===== src/rtl/assert_macros.svh =====
// ----------------------------------------------------------------------------
// assert_macros.svh
// Assertion macros used by the Huffman stream decoder core.
// ----------------------------------------------------------------------------
`ifndef ASSERT_MACROS_SVH
`define ASSERT_MACROS_SVH
`ifndef NO_ASSERTIONS
// Property held every cycle out of reset
`define HSD_ASSERT(lbl, clk, rstn, prop) \
  lbl: assert property (@(posedge clk) disable iff (!rstn) (prop)) \
    else $error("assertion failed");
// Same-cycle implication
`define HSD_IMPLY(lbl, clk, rstn, ante, cons) \
  lbl: assert property (@(posedge clk) disable iff (!rstn) (ante) |-> (cons)) \
    else $error("implication failed");
`else
`define HSD_ASSERT(lbl, clk, rstn, prop)
`define HSD_IMPLY(lbl, clk, rstn, ante, cons)
`endif
`endif


===== src/rtl/hsd_pkg.sv =====
// ----------------------------------------------------------------------------
// hsd_pkg
// Types and constants of the Huffman stream decoder.
// ----------------------------------------------------------------------------
`default_nettype none
package hsd_pkg;

  localparam int HDR_BITS   = 3;
  localparam int LEN_BITS   = 12;
  localparam int SYM_BITS   = 8;
  localparam int NODE_IDX_W = 9;
  localparam int ENTRY_W    = 19;
  localparam int LEAF_POS   = 18;
  localparam int RES_W      = 12;

  typedef enum logic [2:0] {
    PH_HDR  = 3'd0,
    PH_LEN  = 3'd1,
    PH_FLAG = 3'd2,
    PH_SYM  = 3'd3,
    PH_WALK = 3'd4
  } phase_e;

  typedef enum logic [2:0] {
    ST_SYMBOL   = 3'd0,
    ST_DONE     = 3'd1,
    ST_BAD_TREE = 3'd2,
    ST_TRUNC    = 3'd3,
    ST_NULL     = 3'd4,
    ST_OVERFLOW = 3'd5
  } status_e;

  typedef enum logic [3:0] {
    S_IDLE,
    S_BIT,
    S_WR,
    S_JB,
    S_JC,
    S_FIN,
    S_R1,
    S_R2,
    S_END,
    S_FLUSH
  } state_e;

  typedef struct packed {
    logic [SYM_BITS-1:0] symbol;
    status_e             status;
    logic                eor;
  } res_t;

endpackage
`default_nettype wire


===== src/rtl/hsd_fifo.sv =====
// ----------------------------------------------------------------------------
// hsd_fifo
// Small register queue with push/full and pop/empty handshakes.
// ----------------------------------------------------------------------------
`default_nettype none
module hsd_fifo import hsd_pkg::*; #(
  parameter int WIDTH = 9,
  parameter int DEPTH = 2
) (
  input  wire logic             clk_i,
  input  wire logic             rst_ni,
  input  wire logic             push_i,
  input  wire logic [WIDTH-1:0] data_i,
  output logic                  full_o,
  input  wire logic             pop_i,
  output logic [WIDTH-1:0]      data_o,
  output logic                  empty_o
);

  localparam int PW = (DEPTH > 1) ? $clog2(DEPTH) : 1;
  localparam int CW = $clog2(DEPTH + 1);

  logic [WIDTH-1:0] mem_q [DEPTH];
  logic [PW-1:0]    wr_q, wr_d, rd_q, rd_d;
  logic [CW-1:0]    cnt_q, cnt_d;
  logic             do_push, do_pop;

  assign full_o  = (cnt_q == CW'(DEPTH));
  assign empty_o = (cnt_q == '0);
  assign do_push = push_i && !full_o;
  assign do_pop  = pop_i && !empty_o;
  assign data_o  = mem_q[rd_q];

  // pointer and count update
  always_comb begin
    wr_d  = wr_q;
    rd_d  = rd_q;
    cnt_d = cnt_q;
    if (do_push) begin
      wr_d = (wr_q == PW'(DEPTH - 1)) ? '0 : wr_q + PW'(1);
    end
    if (do_pop) begin
      rd_d = (rd_q == PW'(DEPTH - 1)) ? '0 : rd_q + PW'(1);
    end
    if (do_push && !do_pop) begin
      cnt_d = cnt_q + CW'(1);
    end else if (!do_push && do_pop) begin
      cnt_d = cnt_q - CW'(1);
    end
  end

  always_ff @(posedge clk_i or negedge rst_ni) begin
    if (!rst_ni) begin
      wr_q  <= '0;
      rd_q  <= '0;
      cnt_q <= '0;
    end else begin
      wr_q  <= wr_d;
      rd_q  <= rd_d;
      cnt_q <= cnt_d;
    end
  end

  // storage
  always_ff @(posedge clk_i) begin
    if (do_push) begin
      mem_q[wr_q] <= data_i;
    end
  end

endmodule
`default_nettype wire


===== config.mk =====
export PLATFORM = sky130hd
export DESIGN_NAME = hsd_fifo
export DESIGN_NICKNAME = d
export VERILOG_FILES = /design/src/rtl/assert_macros.svh /design/src/rtl/hsd_pkg.sv /design/src/rtl/hsd_fifo.sv
export SDC_FILE = /design/constraint.sdc
export NUM_CORES = 1
export LEC_CHECK = 0
export ABC_CLOCK_PERIOD_IN_PS = 1850
export BUFFER_PORTS_ARGS = -buffer_cell sky130_fd_sc_hd__buf_2
export CAP_MARGIN = 30
export CORE_AREA = 2 2 47 45
export CTS_BUF_LIST = sky130_fd_sc_hd__clkbuf_16
export DETAILED_ROUTE_END_ITERATION = 8
export DIE_AREA = 0 0 49 47
export GPL_TIMING_DRIVEN = 0
export PLACE_DENSITY = 0.81
export SETUP_SLACK_MARGIN = 0.15
export SLEW_MARGIN = 40
export SYNTH_ARGS = -nofsm -noshare
export SYNTH_HDL_FRONTEND = slang
export SYNTH_SLANG_ARGS = --single-unit

===== constraint.sdc =====
create_clock -name clk_i -period 1.85 [get_ports clk_i]
set_input_delay 0.2775 -clock clk_i [delete_from_list [all_inputs] [get_ports clk_i]]
set_output_delay 0.2775 -clock clk_i [all_outputs]
set_load 0.02 [all_outputs]

==> results by group, run 1 <==
Outcome
  – Outcome: finished clean

Placed design
  – Buffers on Ports: 23
  – HPWL after DPL: 902 um
  – Gpl congestion: approximately 0.56

Setup path
  – WP data arrival: about 1300 ps
  – Setup crit end kind: primary output
  – CP required: roughly 1600 ps
  – Reg2reg path depth: 6
  – Worst R2R Setup Slack: roughly 360 ps
  – Crit-path cells: buf_2, mux2_2, buf_2
  – Crit path max fanout: 10
  – CP max stage cell: mux2_2
  – CP peak stage delay: around 370 ps
  – Worst setup path category: flip-flop to primary output
  – CP startpoint kind: flip-flop
  – Most common cell on crit path: buf_2
  – RR Startpoint: cnt_q[0]$_DFFE_PN0P_
  – Worst R2R End: cnt_q[1]$_DFFE_PN0P_

Timing
  – Achievable Freq: approximately 620 MHz
  – Post-Route Setup TNS: 0 ps
  – Final setup vio count: 0
  – Slew Viols, Final: 0
  – Final Critical Period: about 1600 ps
  – Worst-Margin Slew: about 450 ps
  – Slew headroom: approximately 70%
  – Fin crit share: between 80 and 90%
  – Unrepaired setup endpoints after global routing: false
  – Endpoints failing hold: 0
  – Clk_skew: slightly below 1 ps

Clocking
  – Worst-Skew Late Latency: approximately 250 ps
  – CTS tree: yes
  – H-tree depth: 1
  – CTS sink cnt: 22
  – Post-CTS Repair Setup Buffers: 0
  – Root Driver: clkbuf_16
  – Clock Path Buffers: 2
  – CTS clk-pin slew, worst paths: about 50 ps
  – Num CTS Buffers: 3

Pwr
  – Switching portion of total power: 32.0%
  – Tot Pwr: between 1.5 and 2 mW
  – PD cells: about 1700 nW/um2
  – Clock network power share: around a quarter
  – Internal power: between 1 and 1.5 mW
  – Logic pwr share: about a third
  – Psw: 0.578 mW
  – P_leak: ~0.45 nW
  – VDD IR max: 1.12 mV
  – Sequential share of power: 41.7%

Floorplan
  – Die X: 49 um
  – Initial Utilization: 46.5%
  – Die area: 2300 um2
  – Rows: 15
  – Chip Height: 47 um
  – Core box area: between 1500 and 2000 um2
  – I/O pin count: 24

Global routing
  – Largest net degree at the start of global routing: 13
  – Gr usage total: approximately 12%
  – GRT busiest layer: met2
  – Vias in the first global route: 483
  – GRT overflow: 0
  – M1 GR Usage: about 14%
  – Global routing usage on met2: 22.2%
  – Initial antenna violation count: 0
  – Met3 Use GR: 5.10%
  – First-pass GRT wire length: 2.01 mm

Logic synthesis
  – Register area share after synthesis: roughly three quarters
  – Seq cells post-synth: 22
  – Synth Instances: 47
  – Post-Syn Area: between 800 and 900 um2
  – Cell taking the most area after synthesis: edfxtp_1
  – Simple-gate share of the synthesized area: about 3.6%
  – Synth top area cells: edfxtp_1 64%, dfrtp_1 12%, mux2_1 8.0%, mux2_2 4.0%, xnor2_1 3.1%
  – Avg Synthesized Cell Area: 18.0 um2
  – Compound-Gate Fraction of Synth Area: 0.592%
  – Yosys cell types: 14
  – Post-Synth XOR/XNOR Area: 5.18%
  – Post-Syn Nets: 61
  – Top cell type's share of synthesized area: between 60% and 70%
  – Post-Synth Adder-Cell Area: between 1 and 1.5%
  – Ys Warns: 0
  – Portion of netlist area occupied by mux cells: roughly an eighth
  – Largest family of logic cells by synthesized area: multiplexers

Worst hold path
  – Worst hold path class: primary input to flip-flop
  – Cell count of the worst hold path: 1
  – End of the worst hold path: mem_q[1][7]$_DFFE_PP_
  – Worst Hold Launch: data_i[7]

Drt
  – DRC: 0
  – ANT nets after route: 0
  – Vias: ~480
  – Router iterations before antenna repair: 2
  – Starting DRT DRC Count: 4
  – Routed WL: roughly 1.2 mm
  – WL/cell: 12.2 um
  – DR vias/cell: 4.77

Layout
  – Share of cells above drive strength 1: between 40% and 50%
  – Fin util: approximately three fifths
  – Antenna Cells: 0
  – Area Growth Syn to Fin: 28.1%
  – Most frequent cells in the layout: 24 x buf_2, 18 x edfxtp_1, 6 x mux2_1
  – Net count, final: 90
  – Most common cell after layout, fill and taps aside: buf_2

Run
  – Max-cap viol count: 0
## through the flow
stage | cells | area (um2) | hold slack (ps) | worst slack, ps
2_1_floorplan | 47 | 846 | -18.1 | 430
4_1_cts | 100 | 1080 | 214 | 176
3_3_place_gp | 95 | 992 | 87.6 | 214
6_report | 100 | 1080 | 217 | 242
3_5_place_dp | 95 | 992 | 86.1 | 182
5_1_grt | 100 | 1080 | 217 | 165
## synth_stat cells
cell type / number
nand2_2: 1
mux2_1: 6
o21ai_1: 1
ha_1: 1
nor2_1: 3
and3_1: 1
edfxtp_1: 18
xnor2_1: 3
inv_1: 2
buf_2: 1
xor2_1: 2
mux2_2: 3
dfrtp_1: 4
nand2b_1: 1
## layer usage
metal / up-vias / routed length, um
met4: 0 / 16
met2: 21 / 599
met5: - / 0
met1: 227 / 524
met3: 2 / 76
li1: 227 / -
## critical path, delay by kind of cell (launching register included)
family	cells	cell delay [ps]
buffers and inverters	2	400
muxes	1	370
DFF	1	310
## repair_timing
action / 4_1_cts / 5_1_grt
endpoints found under the hold margin: 4 / 0
hold buffers: 1 / 0
gates resized for setup: 0 / 1
setup endpoints to repair: 0 / 9
## power by group through the flow
stage	clock network, mW	logic [mW]	registers, mW
after floorplan	0	0.455	0.746
after CTS	0.445	0.628	0.754
after global routing	0.463	0.687	0.769
after detailed placement	0	0.621	0.763
after global placement	0	0.606	0.752
final	0.438	0.618	0.754
## how the worst max path moves through the flow
stage	startpoint	slack, ps	to
global placement	cnt_q[0]$_DFFE_PN0P_	210	mem_q[0][7]$_DFFE_PP_
finish	rd_q$_DFFE_PN0P_	240	data_o[8]
detailed placement	cnt_q[0]$_DFFE_PN0P_	180	mem_q[0][7]$_DFFE_PP_
CTS	cnt_q[0]$_DFFE_PN0P_	180	mem_q[0][7]$_DFFE_PP_
global route	rd_q$_DFFE_PN0P_	160	data_o[8]
floorplan	cnt_q[0]$_DFFE_PN0P_	430	mem_q[0][0]$_DFFE_PP_
## registers in the layout, summed over array words and instances, names as in the netlist
signal  flops
wr_q        1
rd_q        1
mem_q      18
cnt_q       2
## final cells by class
type	instances	area, um2
clock inverter	1	3.75
clock buffer	3	75.1
multi-input combinational	22	195
tap	25	31.3
fill	152	737
sequential	22	641
buffer	1	5.00
timing repair buffer	24	125
inverter	2	7.51
## kinds of logic (layout without fill, tap and decap cells)
| logic type | after synthesis | in the layout |
|---|---|---|
| xor+xnor | 5 | 5 |
| flops | 22 | 22 |
| simple gates | 6 | 6 |
| buf+inv | 3 | 31 |
| fa+ha+maj | 1 | 1 |
| mux | 9 | 9 |
| compound gates | 1 | 1 |
Power figures use the tool's default switching activity.
==> run 2: changes to the inputs <==
==> config.mk (replaced) <==
export PLATFORM = sky130hd
export DESIGN_NAME = hsd_fifo
export DESIGN_NICKNAME = d
export VERILOG_FILES = /design/src/rtl/assert_macros.svh /design/src/rtl/hsd_pkg.sv /design/src/rtl/hsd_fifo.sv
export SDC_FILE = /design/constraint.sdc
export NUM_CORES = 1
export LEC_CHECK = 0
export ABC_CLOCK_PERIOD_IN_PS = 2000
export CAP_MARGIN = 30
export CORE_AREA = 2 2 40 42
export CTS_BUF_LIST = sky130_fd_sc_hd__clkbuf_16
export DETAILED_ROUTE_END_ITERATION = 8
export DIE_AREA = 0 0 42 44
export DONT_BUFFER_PORTS = 1
export PLACE_DENSITY = 0.84
export SETUP_SLACK_MARGIN = 0.15
export SLEW_MARGIN = 40
export SYNTH_ARGS = -nofsm -noshare
export SYNTH_HDL_FRONTEND = slang
export SYNTH_SLANG_ARGS = --single-unit
==> constraint.sdc (replaced) <==
create_clock -name clk_i -period 2 [get_ports clk_i]
set_input_delay 0.3 -clock clk_i [delete_from_list [all_inputs] [get_ports clk_i]]
set_output_delay 0.3 -clock clk_i [all_outputs]
set_load 0.02 [all_outputs]
==> run 2 against run 1 <==
  * Non-clock buffer count shrank 22
  * Wire length shrank 0.58%
  * Critical path depth shrank 2
  * Flip-flop and latch count is the same
  * Die area shrank 20%
  * Count of clock-buffer cells in the layout is the same
  * Sequential share of layout area grew 5.5 points
  * Design area shrank 8.5%
  * Register-to-register slack gained 170 ps
  * Global-route usage grew 2.2 points
  * Combinational power shrank 27%
  * Worst hold slack lost 75 ps
==> results by group, run 2 (synthesis results as in run 1) <==
Outcome
  – Outcome: finished clean

Clocking
  – Root Driver: clkbuf_16
  – Hold_buf cts: 1 (unchanged)
  – CTS tree: yes
  – H-tree depth: 1 (unchanged)
  – Num CTS Buffers: 3 (unchanged)
  – Post-CTS Repair Setup Buffers: 0 (unchanged)
  – Worst-Skew Late Latency: 250 ps (about the same)
  – PostCTS Resize Cnt: 0 (unchanged)
  – Clock Path Buffers: 2 (unchanged)
  – CTS sink cnt: 22 (unchanged)
  – CTS clk-pin slew, worst paths: 60 ps (about the same)

Layout
  – Fin util: 69.8% (+10 points)
  – Max reg flops: 18 (unchanged)
  – Antenna Cells: 0 (unchanged)
  – Most common cell after layout, fill and taps aside: edfxtp_1
  – Largest regs: mem_q (18), cnt_q (2)
  – Share of cells above drive strength 1: 18.9% (-24 points)
  – Area Growth Syn to Fin: 17.2%
  – Top reg by flops: mem_q
  – Most frequent cells in the layout: 18 x edfxtp_1, 6 x mux2_1, 4 x dfrtp_1
  – Net count, final: 68 (-24%)

Setup path
  – Critical path's top delay family: flip-flops
  – Crit path max fanout: 10 (unchanged)
  – RR Startpoint: cnt_q[0]$_DFFE_PN0P_
  – Crit-path cells: mux2_1
  – CP startpoint kind: flip-flop
  – Setup crit end kind: primary output
  – Crit path launch: rd_q$_DFFE_PN0P_
  – CP peak stage delay: 580 ps (+210 ps)
  – WP data arrival: 1300 ps (-30 ps)
  – Worst setup path category: flip-flop to primary output
  – Buf/Inv on CP: 0 (-2)
  – CP max stage cell: dfrtp_1
  – CP required: 1700 ps (+130 ps)

Global routing
  – GRT overflow: 0 (unchanged)
  – Vias in the first global route: 413 (-14%)
  – Initial antenna violation count: 0 (unchanged)
  – Gr usage total: 14.7% (+2.2 points)
  – Largest net degree at the start of global routing: 14 (+1)
  – First-pass GRT wire length: 1.84 mm (-8.6%)

Drt
  – Vias: 421 (-12%)
  – DRC: 0 (unchanged)
  – ANT nets after route: 0 (unchanged)
  – Starting DRT DRC Count: 12 (+8)
  – Router iterations before antenna repair: 4 (+2)
  – Routed WL: 1.21 mm (-0.58%)
  – WL/cell: 17.5 um (+44%)
  – DR vias/cell: 6.10 (+28%)

Timing
  – Fin crit share: between 70 and 80%
  – Unrepaired setup endpoints after global routing: false
  – Post-Route Setup TNS: 0 ps (unchanged)
  – Achievable Freq: 626 MHz
  – Clk_skew: 1.92 ps (+0.951 ps)
  – Final Critical Period: 1600 ps
  – Slew Viols, Final: 0 (unchanged)
  – Endpoints failing hold: 0 (unchanged)
  – Slew headroom: 72.5% (+2.8 points)
  – Worst-Margin Slew: 412 ps (-41.5 ps)
  – Final setup vio count: 0 (unchanged)

Floorplan
  – Chip Height: 44 um (-6.4%)
  – Die area: 1850 um2 (-20%)
  – I/O pin count: 24 (unchanged)
  – Initial Utilization: 59.6% (+13 points)
  – Rows: 14 (-1)
  – Core box area: 1420 um2 (-22%)
  – Die X: 42 um (-14%)

Pwr
  – VDD IR max: 1.13 mV (about the same)
  – P_leak: 0.372 nW (-16%)
  – PD cells: 1740 nW/um2 (+4.5%)

Worst hold path
  – Worst hold path class: primary input to flip-flop
  – Worst Hold Launch: data_i[0]

Placed design
  – Buffers on Ports: 0 (-100%)
  – HPWL after DPL: 848 um (-6.0%)
  – Gpl congestion: 0.679 (+21%)

Run
  – Max-cap viol count: 0 (unchanged)
## run 2: metal layers
metal / routed length [um] / global-route usage (%)
met5: 0 / 0
met4: 14 / 9.68
met3: 158 / 8.75
met2: 620 / 23.8
met1: 417 / 14.1
## run 2: worst paths after layout
check                                   endpoint  slack, ps  cells past startpoint
max                                    data_o[5]        400                      1
min                        mem_q[1][0]$_DFFE_PP_        140                      0
max reg2reg                 cnt_q[1]$_DFFE_PN0P_        530                      7
min reg2reg                     wr_q$_DFFE_PN0P_        530                      1
max in group asynchronous   cnt_q[1]$_DFFE_PN0P_       1510                      1
min in group asynchronous       wr_q$_DFFE_PN0P_        320                      1
## run 2: layout make-up
cell class / count / area (um2)
Clock buffer: 3 / 75.1
Sequential cell: 22 / 641
Multi-Input combinational cell: 22 / 193
Inverter: 2 / 7.51
Timing Repair Buffer: 3 / 25.0
Tap cell: 16 / 20.0
Clock inverter: 1 / 30.0
Fill cell: 83 / 428
## run 2: per-stage QoR
step                      power, mW  area, um2  worst slack (ps)  instances  hold WS (ps)
after floorplan                1.11        846               580         47          4.41
after global placement         1.17        876               601         64          4.51
after detailed placement       1.20        876               538         64          4.48
after CTS                      1.74        991               387         69           139
after global routing           1.81        991               342         69           131
final                          1.73        991               402         69           143
## run 2: power breakdown
group / switching (mW) / internal [mW] / total (mW)
clock: 0.145 / 0.397 / 0.542
sequential: 0.0955 / 0.641 / 0.736
combinational: 0.282 / 0.169 / 0.450
